### src/rtl/core/text_format_sniffer_unit_defines.svh
// Assertion helpers for the text format sniffer.
`ifndef TEXT_FORMAT_SNIFFER_UNIT_DEFINES_SVH
`define TEXT_FORMAT_SNIFFER_UNIT_DEFINES_SVH

`ifndef SYNTHESIS

`define TFS_ASSERT(lbl, clk, rst_n, prop) \
	lbl: assert property (@(posedge clk) disable iff (!rst_n) prop) \
		else $error("tfs assertion failed");

`define TFS_ASSERT_NEVER(lbl, clk, rst_n, cond) \
	lbl: assert property (@(posedge clk) disable iff (!rst_n) !(cond)) \
		else $error("tfs forbidden condition seen");

`else

`define TFS_ASSERT(lbl, clk, rst_n, prop)

`define TFS_ASSERT_NEVER(lbl, clk, rst_n, cond)

`endif

`endif

### src/rtl/core/tfs_pkg.sv
package tfs_pkg;

	typedef logic [7:0]  byte_val_t;
	typedef logic [1:0]  code_t;
	typedef logic [1:0]  cfg_idx_t;
	typedef logic [11:0] cfg_data_t;
	typedef logic [12:0] pos_t;

	localparam cfg_idx_t REG_ENCODING_WINDOW = 2'd0;
	localparam cfg_idx_t REG_EOL_WINDOW      = 2'd1;

	localparam cfg_data_t ENC_WINDOW_RESET = 12'd1000;
	localparam logic [7:0] EOL_WINDOW_RESET = 8'd50;

	localparam pos_t POS_MAX = 13'd8191;

	localparam code_t ENC_ANSI     = 2'd0;
	localparam code_t ENC_UTF16LE  = 2'd1;
	localparam code_t ENC_UTF16BE  = 2'd2;
	localparam code_t ENC_UTF8     = 2'd3;

	localparam code_t CP_ENGLISH   = 2'd0;
	localparam code_t CP_OEM       = 2'd1;
	localparam code_t CP_UNICODE   = 2'd2;

	localparam code_t EOL_CRLF     = 2'd0;
	localparam code_t EOL_LF       = 2'd1;
	localparam code_t EOL_CR       = 2'd2;

	localparam code_t BOM_NONE     = 2'd0;
	localparam code_t BOM_UTF16    = 2'd2;
	localparam code_t BOM_UTF8     = 2'd3;

	localparam byte_val_t CHAR_LF  = 8'h0A;
	localparam byte_val_t CHAR_CR  = 8'h0D;
	localparam byte_val_t CHAR_NUL = 8'h00;

	// bit 0 CRLF, bit 1 LF, bit 2 CR
	typedef logic [2:0] eol_flags_t;

endpackage

### src/rtl/core/tfs_intf.sv
interface tfs_in_if;
	import tfs_pkg::*;
	logic      valid;
	logic      ready;
	byte_val_t data_byte;
	logic      last_byte;
	modport source (output valid, data_byte, last_byte, input ready);
	modport sink   (input valid, data_byte, last_byte, output ready);
endinterface

interface tfs_out_if;
	import tfs_pkg::*;
	logic  valid;
	logic  ready;
	code_t text_encoding;
	code_t code_page;
	code_t line_ending;
	code_t bom_length;
	modport source (output valid, text_encoding, code_page, line_ending, bom_length,
		input ready);
	modport sink   (input valid, text_encoding, code_page, line_ending, bom_length,
		output ready);
endinterface

interface tfs_cfg_if;
	import tfs_pkg::*;
	logic      valid;
	logic      ready;
	cfg_idx_t  index;
	cfg_data_t data;
	modport source (output valid, index, data, input ready);
	modport sink   (input valid, index, data, output ready);
endinterface

### src/rtl/core/text_format_sniffer_unit.sv
// Channel   Role  Transaction
// bytes     sink  one file byte (data_byte, last_byte)
// verdict   src   one result per file, on the last byte
// cfg       sink  register write (index, data), always ready
//
// One byte per cycle while bytes.ready is high; the verdict is registered and appears in the cycle after its last byte.
// Flags and counters update as each byte is taken, the verdict register
// sits after that logic. bytes.ready drops only while a verdict waits
// and verdict.ready is low. Reset clears all file state and loads the
// register defaults (window 1000, eol window 50).
`include "text_format_sniffer_unit_defines.svh"

module text_format_sniffer_unit (
	input  logic          clk,
	input  logic          arst_n,
	tfs_in_if.sink        bytes,
	tfs_out_if.source     verdict,
	tfs_cfg_if.sink       cfg
);
	import tfs_pkg::*;

	function automatic code_t pick_ending(eol_flags_t f);
		code_t r;
		if (f[0])      r = EOL_CRLF;
		else if (f[1]) r = EOL_LF;
		else if (f[2]) r = EOL_CR;
		else           r = EOL_CRLF;
		return r;
	endfunction

	cfg_data_t  enc_window_q;
	logic [7:0] eol_window_q;

	byte_val_t  head_q [3];
	pos_t       pos_q;
	logic       ascii_q;
	logic       invalid_q;
	logic [2:0] cont_q;
	byte_val_t  recent_q [3];
	eol_flags_t flags_byte_q, flags_le_q, flags_be_q;

	logic  out_valid_q;
	code_t enc_q, page_q, eol_q, bom_q;

	logic       accept;
	byte_val_t  b;
	byte_val_t  head_n [3];
	logic       ascii_n, invalid_n;
	logic [2:0] cont_n;
	eol_flags_t flags_byte_n, flags_le_n, flags_be_n;
	logic       mark_utf8;
	logic [8:0] byte_limit, wide_limit;
	logic       p_ge1, p_ge3;
	code_t      enc_n, page_n, eol_n, bom_n;

	assign bytes.ready = !out_valid_q || verdict.ready;
	assign accept      = bytes.valid && bytes.ready;
	assign b           = bytes.data_byte;
	assign cfg.ready   = 1'b1;

	assign verdict.valid         = out_valid_q;
	assign verdict.text_encoding = enc_q;
	assign verdict.code_page     = page_q;
	assign verdict.line_ending   = eol_q;
	assign verdict.bom_length    = bom_q;

	assign p_ge1 = (pos_q >= 13'd1);
	assign p_ge3 = (pos_q >= 13'd3);

	always_comb begin
		head_n[0] = (pos_q == 13'd0) ? b : head_q[0];
		head_n[1] = (pos_q == 13'd1) ? b : head_q[1];
		head_n[2] = (pos_q == 13'd2) ? b : head_q[2];
	end

	assign mark_utf8 = (head_n[0] == 8'hEF) && (head_n[1] == 8'hBB) && (head_n[2] == 8'hBF);

	// lenient UTF-8 and ASCII checks over the leading window
	always_comb begin
		ascii_n   = ascii_q;
		invalid_n = invalid_q;
		cont_n    = cont_q;
		if (pos_q < {1'b0, enc_window_q}) begin
			if (b[7]) ascii_n = 1'b0;
			if (!invalid_q) begin
				if (cont_q != 3'd0) begin
					if (b[7:6] != 2'b10) invalid_n = 1'b1;
					cont_n = cont_q - 3'd1;
				end else if (b[7]) begin
					case (b) inside
						[8'h80:8'hBF]: invalid_n = 1'b1;
						[8'hC0:8'hDF]: cont_n = 3'd1;
						[8'hE0:8'hEF]: cont_n = 3'd2;
						[8'hF0:8'hF7]: cont_n = 3'd3;
						[8'hF8:8'hFB]: cont_n = 3'd4;
						[8'hFC:8'hFD]: cont_n = 3'd5;
						default:       invalid_n = 1'b1;
					endcase
				end
			end
		end
	end

	// line ending patterns; the UTF-8 mark widens the byte window by three
	assign byte_limit = {1'b0, eol_window_q} + ((p_ge3 && mark_utf8) ? 9'd3 : 9'd0);
	assign wide_limit = {1'b0, eol_window_q} + 9'd2;

	always_comb begin
		flags_byte_n = flags_byte_q;
		flags_le_n   = flags_le_q;
		flags_be_n   = flags_be_q;
		if (pos_q < {4'd0, byte_limit}) begin
			if (p_ge1 && recent_q[0] == CHAR_CR && b == CHAR_LF) flags_byte_n[0] = 1'b1;
			if (b == CHAR_LF) flags_byte_n[1] = 1'b1;
			if (b == CHAR_CR) flags_byte_n[2] = 1'b1;
		end
		if (pos_q < {4'd0, wide_limit}) begin
			if (p_ge3 && recent_q[2] == CHAR_CR && recent_q[1] == CHAR_NUL
				&& recent_q[0] == CHAR_LF && b == CHAR_NUL)
				flags_le_n[0] = 1'b1;
			if (p_ge1 && recent_q[0] == CHAR_LF && b == CHAR_NUL) flags_le_n[1] = 1'b1;
			if (p_ge1 && recent_q[0] == CHAR_CR && b == CHAR_NUL) flags_le_n[2] = 1'b1;
			if (p_ge3 && recent_q[2] == CHAR_NUL && recent_q[1] == CHAR_CR
				&& recent_q[0] == CHAR_NUL && b == CHAR_LF)
				flags_be_n[0] = 1'b1;
			if (p_ge1 && recent_q[0] == CHAR_NUL && b == CHAR_LF) flags_be_n[1] = 1'b1;
			if (p_ge1 && recent_q[0] == CHAR_NUL && b == CHAR_CR) flags_be_n[2] = 1'b1;
		end
	end

	always_comb begin
		enc_n  = ENC_ANSI;
		page_n = CP_ENGLISH;
		eol_n  = EOL_CRLF;
		bom_n  = BOM_NONE;
		if (pos_q >= 13'd2) begin
			if (head_n[0] == 8'hFF && head_n[1] == 8'hFE) begin
				enc_n  = ENC_UTF16LE;
				page_n = CP_UNICODE;
				bom_n  = BOM_UTF16;
				eol_n  = pick_ending(flags_le_n);
			end else if (head_n[0] == 8'hFE && head_n[1] == 8'hFF) begin
				enc_n  = ENC_UTF16BE;
				page_n = CP_UNICODE;
				bom_n  = BOM_UTF16;
				eol_n  = pick_ending(flags_be_n);
			end else if (mark_utf8) begin
				enc_n  = ENC_UTF8;
				page_n = CP_UNICODE;
				bom_n  = BOM_UTF8;
				eol_n  = pick_ending(flags_byte_n);
			end else begin
				if (ascii_n) begin
					enc_n  = ENC_ANSI;
					page_n = CP_ENGLISH;
				end else if (!invalid_n) begin
					enc_n  = ENC_UTF8;
					page_n = CP_UNICODE;
				end else begin
					enc_n  = ENC_ANSI;
					page_n = CP_OEM;
				end
				eol_n = pick_ending(flags_byte_n);
			end
		end
	end

	always_ff @(posedge clk or negedge arst_n) begin
		if (!arst_n) begin
			enc_window_q <= ENC_WINDOW_RESET;
			eol_window_q <= EOL_WINDOW_RESET;
		end else if (cfg.valid && cfg.ready) begin
			case (cfg.index)
				REG_ENCODING_WINDOW: enc_window_q <= cfg.data;
				REG_EOL_WINDOW:      eol_window_q <= cfg.data[7:0];
				default:             ;
			endcase
		end
	end

	always_ff @(posedge clk or negedge arst_n) begin
		if (!arst_n) begin
			head_q       <= '{default: 8'h00};
			recent_q     <= '{default: 8'h00};
			pos_q        <= '0;
			ascii_q      <= 1'b1;
			invalid_q    <= 1'b0;
			cont_q       <= '0;
			flags_byte_q <= '0;
			flags_le_q   <= '0;
			flags_be_q   <= '0;
		end else if (accept) begin
			if (bytes.last_byte) begin
				head_q       <= '{default: 8'h00};
				recent_q     <= '{default: 8'h00};
				pos_q        <= '0;
				ascii_q      <= 1'b1;
				invalid_q    <= 1'b0;
				cont_q       <= '0;
				flags_byte_q <= '0;
				flags_le_q   <= '0;
				flags_be_q   <= '0;
			end else begin
				head_q       <= head_n;
				recent_q[2]  <= recent_q[1];
				recent_q[1]  <= recent_q[0];
				recent_q[0]  <= b;
				if (pos_q != POS_MAX) pos_q <= pos_q + 13'd1;
				ascii_q      <= ascii_n;
				invalid_q    <= invalid_n;
				cont_q       <= cont_n;
				flags_byte_q <= flags_byte_n;
				flags_le_q   <= flags_le_n;
				flags_be_q   <= flags_be_n;
			end
		end
	end

	always_ff @(posedge clk or negedge arst_n) begin
		if (!arst_n) begin
			out_valid_q <= 1'b0;
		end else if (accept && bytes.last_byte) begin
			out_valid_q <= 1'b1;
		end else if (verdict.ready) begin
			out_valid_q <= 1'b0;
		end
	end

	always_ff @(posedge clk) begin
		if (accept && bytes.last_byte) begin
			enc_q  <= enc_n;
			page_q <= page_n;
			eol_q  <= eol_n;
			bom_q  <= bom_n;
		end
	end

	`TFS_ASSERT(a_stall_blocks_input, clk, arst_n, (out_valid_q && !verdict.ready) |-> !bytes.ready)
	`TFS_ASSERT(a_last_clears_pos, clk, arst_n, (accept && bytes.last_byte) |=> (pos_q == 13'd0))
	`TFS_ASSERT_NEVER(a_ascii_not_invalid, clk, arst_n, ascii_q && invalid_q)
	`TFS_ASSERT(a_mark_is_unicode, clk, arst_n, (out_valid_q && bom_q != BOM_NONE) |-> (page_q == CP_UNICODE))
	`TFS_ASSERT(a_utf16_bom_len, clk, arst_n, (out_valid_q && (enc_q == ENC_UTF16LE || enc_q == ENC_UTF16BE)) |-> (bom_q == BOM_UTF16))

endmodule

### src/flat_wrapper.sv
// flat-port wrapper written by rule: the top's interface ports become plain ports
module text_format_sniffer_unit_flat import tfs_pkg::*;
  (clk, arst_n, bytes_valid, bytes_data_byte, bytes_last_byte, bytes_ready, verdict_valid, verdict_text_encoding, verdict_code_page, verdict_line_ending, verdict_bom_length, verdict_ready, cfg_valid, cfg_index, cfg_data, cfg_ready);
  tfs_in_if bytes_i ();
  tfs_out_if verdict_i ();
  tfs_cfg_if cfg_i ();
  input  logic clk;
  input  logic arst_n;
  input wire logic [$bits(bytes_i.valid)-1:0] bytes_valid;
  input wire logic [$bits(bytes_i.data_byte)-1:0] bytes_data_byte;
  input wire logic [$bits(bytes_i.last_byte)-1:0] bytes_last_byte;
  output wire logic [$bits(bytes_i.ready)-1:0] bytes_ready;
  output wire logic [$bits(verdict_i.valid)-1:0] verdict_valid;
  output wire logic [$bits(verdict_i.text_encoding)-1:0] verdict_text_encoding;
  output wire logic [$bits(verdict_i.code_page)-1:0] verdict_code_page;
  output wire logic [$bits(verdict_i.line_ending)-1:0] verdict_line_ending;
  output wire logic [$bits(verdict_i.bom_length)-1:0] verdict_bom_length;
  input wire logic [$bits(verdict_i.ready)-1:0] verdict_ready;
  input wire logic [$bits(cfg_i.valid)-1:0] cfg_valid;
  input wire logic [$bits(cfg_i.index)-1:0] cfg_index;
  input wire logic [$bits(cfg_i.data)-1:0] cfg_data;
  output wire logic [$bits(cfg_i.ready)-1:0] cfg_ready;
  assign bytes_i.valid = bytes_valid;
  assign bytes_i.data_byte = bytes_data_byte;
  assign bytes_i.last_byte = bytes_last_byte;
  assign bytes_ready = bytes_i.ready;
  assign verdict_valid = verdict_i.valid;
  assign verdict_text_encoding = verdict_i.text_encoding;
  assign verdict_code_page = verdict_i.code_page;
  assign verdict_line_ending = verdict_i.line_ending;
  assign verdict_bom_length = verdict_i.bom_length;
  assign verdict_i.ready = verdict_ready;
  assign cfg_i.valid = cfg_valid;
  assign cfg_i.index = cfg_index;
  assign cfg_i.data = cfg_data;
  assign cfg_ready = cfg_i.ready;
  text_format_sniffer_unit u_core (.clk(clk), .arst_n(arst_n), .bytes(bytes_i), .verdict(verdict_i), .cfg(cfg_i));
endmodule
### config.mk
export PLATFORM = sky130hd
export DESIGN_NAME = text_format_sniffer_unit_flat
export DESIGN_NICKNAME = d
export VERILOG_FILES = /design/src/rtl/core/tfs_pkg.sv /design/src/rtl/core/tfs_intf.sv /design/src/rtl/core/text_format_sniffer_unit.sv /design/src/flat_wrapper.sv
export VERILOG_INCLUDE_DIRS = /design/src /design/src/rtl/core
export SDC_FILE = /design/constraint.sdc
export NUM_CORES = 1
export LEC_CHECK = 0
export ABC_AREA = 1
export BUFFER_PORTS_ARGS = -buffer_cell sky130_fd_sc_hd__buf_2
export CORE_MARGIN = 3
export CORE_UTILIZATION = 56
export CTS_BUF_LIST = sky130_fd_sc_hd__clkbuf_4 sky130_fd_sc_hd__clkbuf_8
export DETAILED_ROUTE_END_ITERATION = 12
export HOLD_SLACK_MARGIN = 0.03
export PLACE_DENSITY_LB_ADDON = 0.05
export SYNTH_ARGS = -nofsm -noshare
export SYNTH_HDL_FRONTEND = slang
export SYNTH_SLANG_ARGS = --single-unit
### constraint.sdc
create_clock -name clk -period 4.2 [get_ports clk]
set_input_delay 0 -clock clk [delete_from_list [all_inputs] [get_ports clk]]
set_output_delay 0 -clock clk [all_outputs]
set_load 0.1 [all_outputs]
==> flow_summary_export.csv <==
group,metric,value,unit
outcome,outcome,"finished, final reports clean",
layout,layout.filler_cells,966,
die,start_util,0.575,
synth,synthDistinctLibCells,38,
critical_path,crit_start_category,"register",
layout,final_net_count,1037,
sta,finalCritPeriodShare,0.979,
die,fp.coreArea,0.0115,mm^2
pwr,worst_ir_drop_vdd,0.315,mV
sta,tns,0,ns
layout,multi_input_area,0.00355,mm^2
synth,syn_nets,923,
critical_path,crit_path_frequent_cell,"sky130_fd_sc_hd__nand2_1",
routing,drt_pre_antenna_iters,5,
clock_tree,clk_path_buf_depth,2,
critical_path,worst_ep_required_time,4.47,ns
global_routing,grt_max_degree,57,
routing,routed_len_inst,16.1,um
die,die-height,115,um
sta,fin_crit,4.11,ns
critical_path,worstPathArrival,4.38,ns
worst_hold_path,worstHoldStart,"bytes_valid",
routing,drt-initial-drc-count,478,
clock_tree,clkTransAtPathRegs,0.10,ns
sta,unrepaired_setup_endpoints_after_global_routing,"yes",
synth,synth_seq_area_share,0.403,
die,fp.dieArea,0.0131,mm^2
critical_path,worstSetupStartpoint,"u_core.pos_q[1]",
clock_tree,tritoncts.num_buffers,9,
clock_tree,cts.sink_count,104,
sta,final-max-slew-violation-count,0,
layout,post_route_cells_drive_above_1_share,0.226,
synth,area_of_the_mapped_netlist,0.00660,mm^2
job,cap_violations,0,
synth,postSynthRegisterBits,104,
die,die_width,115,um
sta,fin_skew,0.00823,ns
layout,synthToLayoutAreaGrowth,21.2,%
routing,dr_total_vias,6217,
critical_path,timing.critical_path.to_type,"register",
global_routing,grt-ovfl-total,0,
synth,dominantRegCellSynth,"sky130_fd_sc_hd__dfrtp_1",
clock_tree,clk-insertion-delay-late,0.39,ns
pwr,pwr_density_cell,391,mW/mm^2
clock_tree,h-tree-depth,3,
synth,gate_count_of_the_mapped_netlist,858,
routing,antenna_violating_nets_post_route,0,
sta,timing.final.hold_violations,0,
critical_path,critPathMaxFanout,8,
synth,synth_async_sr_flop_share,0.923,
global_routing,first_global_vias,6044,
critical_path,worstReg2RegStart,"u_core.pos_q[1]",
critical_path,endpoint,"u_core.verdict.line_ending[1]",
synth,edff_count_synth,8,
placed_design,gp_congestion,0.975,
routing,routed_via_density,5.55,
sta,tightestPinTransition,0.780,ns
worst_hold_path,worst_hold_path_type,"in -> reg",
layout,sequential_cell_area,0.00266,mm^2
critical_path,timing.rr.end,"u_core.verdict.line_ending[1]",
sta,slew_headroom,0.479,
synth,yosys_warnings,0,
routing,drt_wl_total,18000,um
global_routing,grt_antenna_before_repair,0,
layout,insertedDiodeCount,0,
routing,remaining_drc_errors,0,
synth,synth_area_per_cell,7.69,um^2
global_routing,grt_first_pass_wirelength,28800,um
pwr,leakagePower,3.96,nW
critical_path,crit_type,"reg -> reg",
placed_design,dp_hpwl,12900,um
sta,clock.fmax,243,MHz
clock_tree,cell_at_the_root_of_the_clock_tree,"sky130_fd_sc_hd__clkbuf_8",
placed_design,port_buffers,37,
sta,setup_viol_count_final,0,
clock_tree,cts_tree,"built",
die,io_pins,39,
die,rows,39,
global_routing,globalRouteTotalUtil,0.281,
critical_path,cpMaxStageDelayCell,"sky130_fd_sc_hd__dfrtp_1",
critical_path,regToRegSetupSlack,0.09,ns
pwr,total_power,3.12,mW
critical_path,worstRegToRegCells,32,
critical_path,cpPeakStageDelay,0.41,ns
-- layout make-up --
| cell class | instances | area share |
|---|---|---|
| inverter | 140 | 0.0657 |
| sequential | 104 | 0.332 |
| clock inverter | 5 | 0.00704 |
| multi-input combinational | 594 | 0.444 |
| timing repair buffer | 123 | 0.111 |
| tap | 143 | 0.0224 |
| clock buffer | 11 | 0.0174 |
-- registers in the layout (all words and copies together), names as in the netlist --
name,flops
u_core.recent_q,24
u_core.verdict.bom_length,2
u_core.flags_le_q,3
u_core.verdict.line_ending,2
u_core.verdict.valid,1
u_core.ascii_q,1
u_core.flags_be_q,3
u_core.verdict.text_encoding,2
u_core.pos_q,13
u_core.verdict.code_page,2
u_core.cont_q,3
u_core.eol_window_q,8
u_core.head_q,24
u_core.enc_window_q,12
u_core.flags_byte_q,3
u_core.invalid_q,1
-- worst min-delay path by stage --
stage | endpoint | slack (ns) | cells past startpoint
floorplan | u_core.cont_q[0] | -0.30 | 0
global placement | u_core.recent_q[7] | 0.01 | 1
detailed placement | u_core.recent_q[5] | 0.02 | 1
CTS | u_core.flags_byte_q[2] | 0.05 | 5
global route | u_core.recent_q[20] | 0.08 | 3
finish | u_core.head_q[6] | 0.09 | 5
-- power by group --
part / internal (mW) / switching, mW / total, mW
clock: 0.289 / 0.358 / 0.648
combinational: 0.468 / 0.781 / 1.25
sequential: 1.15 / 0.0728 / 1.23
total: 1.91 / 1.21 / 3.12
-- cells in the mapped netlist, types with 4 or more instances --
master,count,area [um^2]
sky130_fd_sc_hd__a211oi_1,5,37.5
sky130_fd_sc_hd__a21oi_1,24,120
sky130_fd_sc_hd__clkbuf_1,16,60.1
sky130_fd_sc_hd__dfrtp_1,86,2150
sky130_fd_sc_hd__dfstp_2,10,263
sky130_fd_sc_hd__edfxtp_1,8,240
sky130_fd_sc_hd__ha_1,36,450
sky130_fd_sc_hd__inv_1,133,499
sky130_fd_sc_hd__inv_2,5,18.8
sky130_fd_sc_hd__nand2_1,177,664
sky130_fd_sc_hd__nand2_2,18,113
sky130_fd_sc_hd__nand2_4,6,67.6
sky130_fd_sc_hd__nand3_1,61,305
sky130_fd_sc_hd__nand4_1,23,144
sky130_fd_sc_hd__nor2_1,82,308
sky130_fd_sc_hd__nor2_4,10,113
sky130_fd_sc_hd__nor3_1,20,100
sky130_fd_sc_hd__o21ai_0,41,205
sky130_fd_sc_hd__o22ai_1,43,269
sky130_fd_sc_hd__o31ai_1,4,30.0
sky130_fd_sc_hd__xnor2_1,4,35.0
sky130_fd_sc_hd__xor2_1,11,96.3
-- metal layers --
metal | vias to the layer above | wire [um] | GRT usage
li1 | 3046 | - | -
met1 | 2943 | 7690 | 0.349
met2 | 184 | 8880 | 0.482
met3 | 44 | 879 | 0.0581
met4 | 0 | 573 | 0.105
met5 | - | 0 | 0
-- cells by family after synthesis --
logic type	count (synthesis)	synth area share
xor gates and xnor gates	15	0.0199
buffers and inverters	160	0.0928
and+or+nand+nor	411	0.297
adders and majority gates	37	0.0713
DFF	104	0.403
AOI/OAI and AO/OA	130	0.116
other	1	0.000568
-- critical path, delay by kind of cell (launching register included) --
kind            cells  cell delay (ns)
fa+ha+maj           3             0.69
buf+inv             4             0.43
compound gates      2             0.21
simple gates       22             2.11
xor+xnor            1             0.14
flops               1             0.41
-- placed cells by master, fill, tap and decap left out, types with 23 or more instances in the layout --
| cell | Yosys | final |
|---|---|---|
| sky130_fd_sc_hd__nand2_1 | 177 | 166 |
| sky130_fd_sc_hd__inv_1 | 133 | 131 |
| sky130_fd_sc_hd__dfrtp_1 | 86 | 86 |
| sky130_fd_sc_hd__nor2_1 | 82 | 74 |
| sky130_fd_sc_hd__buf_4 | 3 | 66 |
| sky130_fd_sc_hd__nand3_1 | 61 | 55 |
| sky130_fd_sc_hd__o22ai_1 | 43 | 43 |
| sky130_fd_sc_hd__o21ai_0 | 41 | 40 |
| sky130_fd_sc_hd__buf_2 | 0 | 36 |
| sky130_fd_sc_hd__ha_1 | 36 | 32 |
| sky130_fd_sc_hd__nand2_2 | 18 | 23 |
| sky130_fd_sc_hd__nand4_1 | 23 | 23 |
-- through the flow --
stage          worst slack [ns]  hold WS, ns  cells  utilization  area, um^2
4_1_cts                 0.00657       0.0492   1112        0.672        7710
3_5_place_dp            -0.0774       0.0221   1075        0.637        7300
3_3_place_gp             0.0996       0.0131   1075        0.637        7300
5_1_grt                  -0.234       0.0820   1120        0.697        8000
6_report                 0.0886       0.0946   1120        0.697        8000
2_1_floorplan             0.101       -0.296    858            -        6600
-- what timing repair did --
action	CTS	global route
gates resized for setup	3	55
setup buffers	4	8
setup endpoints to repair	2	4
pin swaps	3	37
hold endpoints to repair	67	0
hold buffers	17	0
Power figures use the tool's default switching activity.
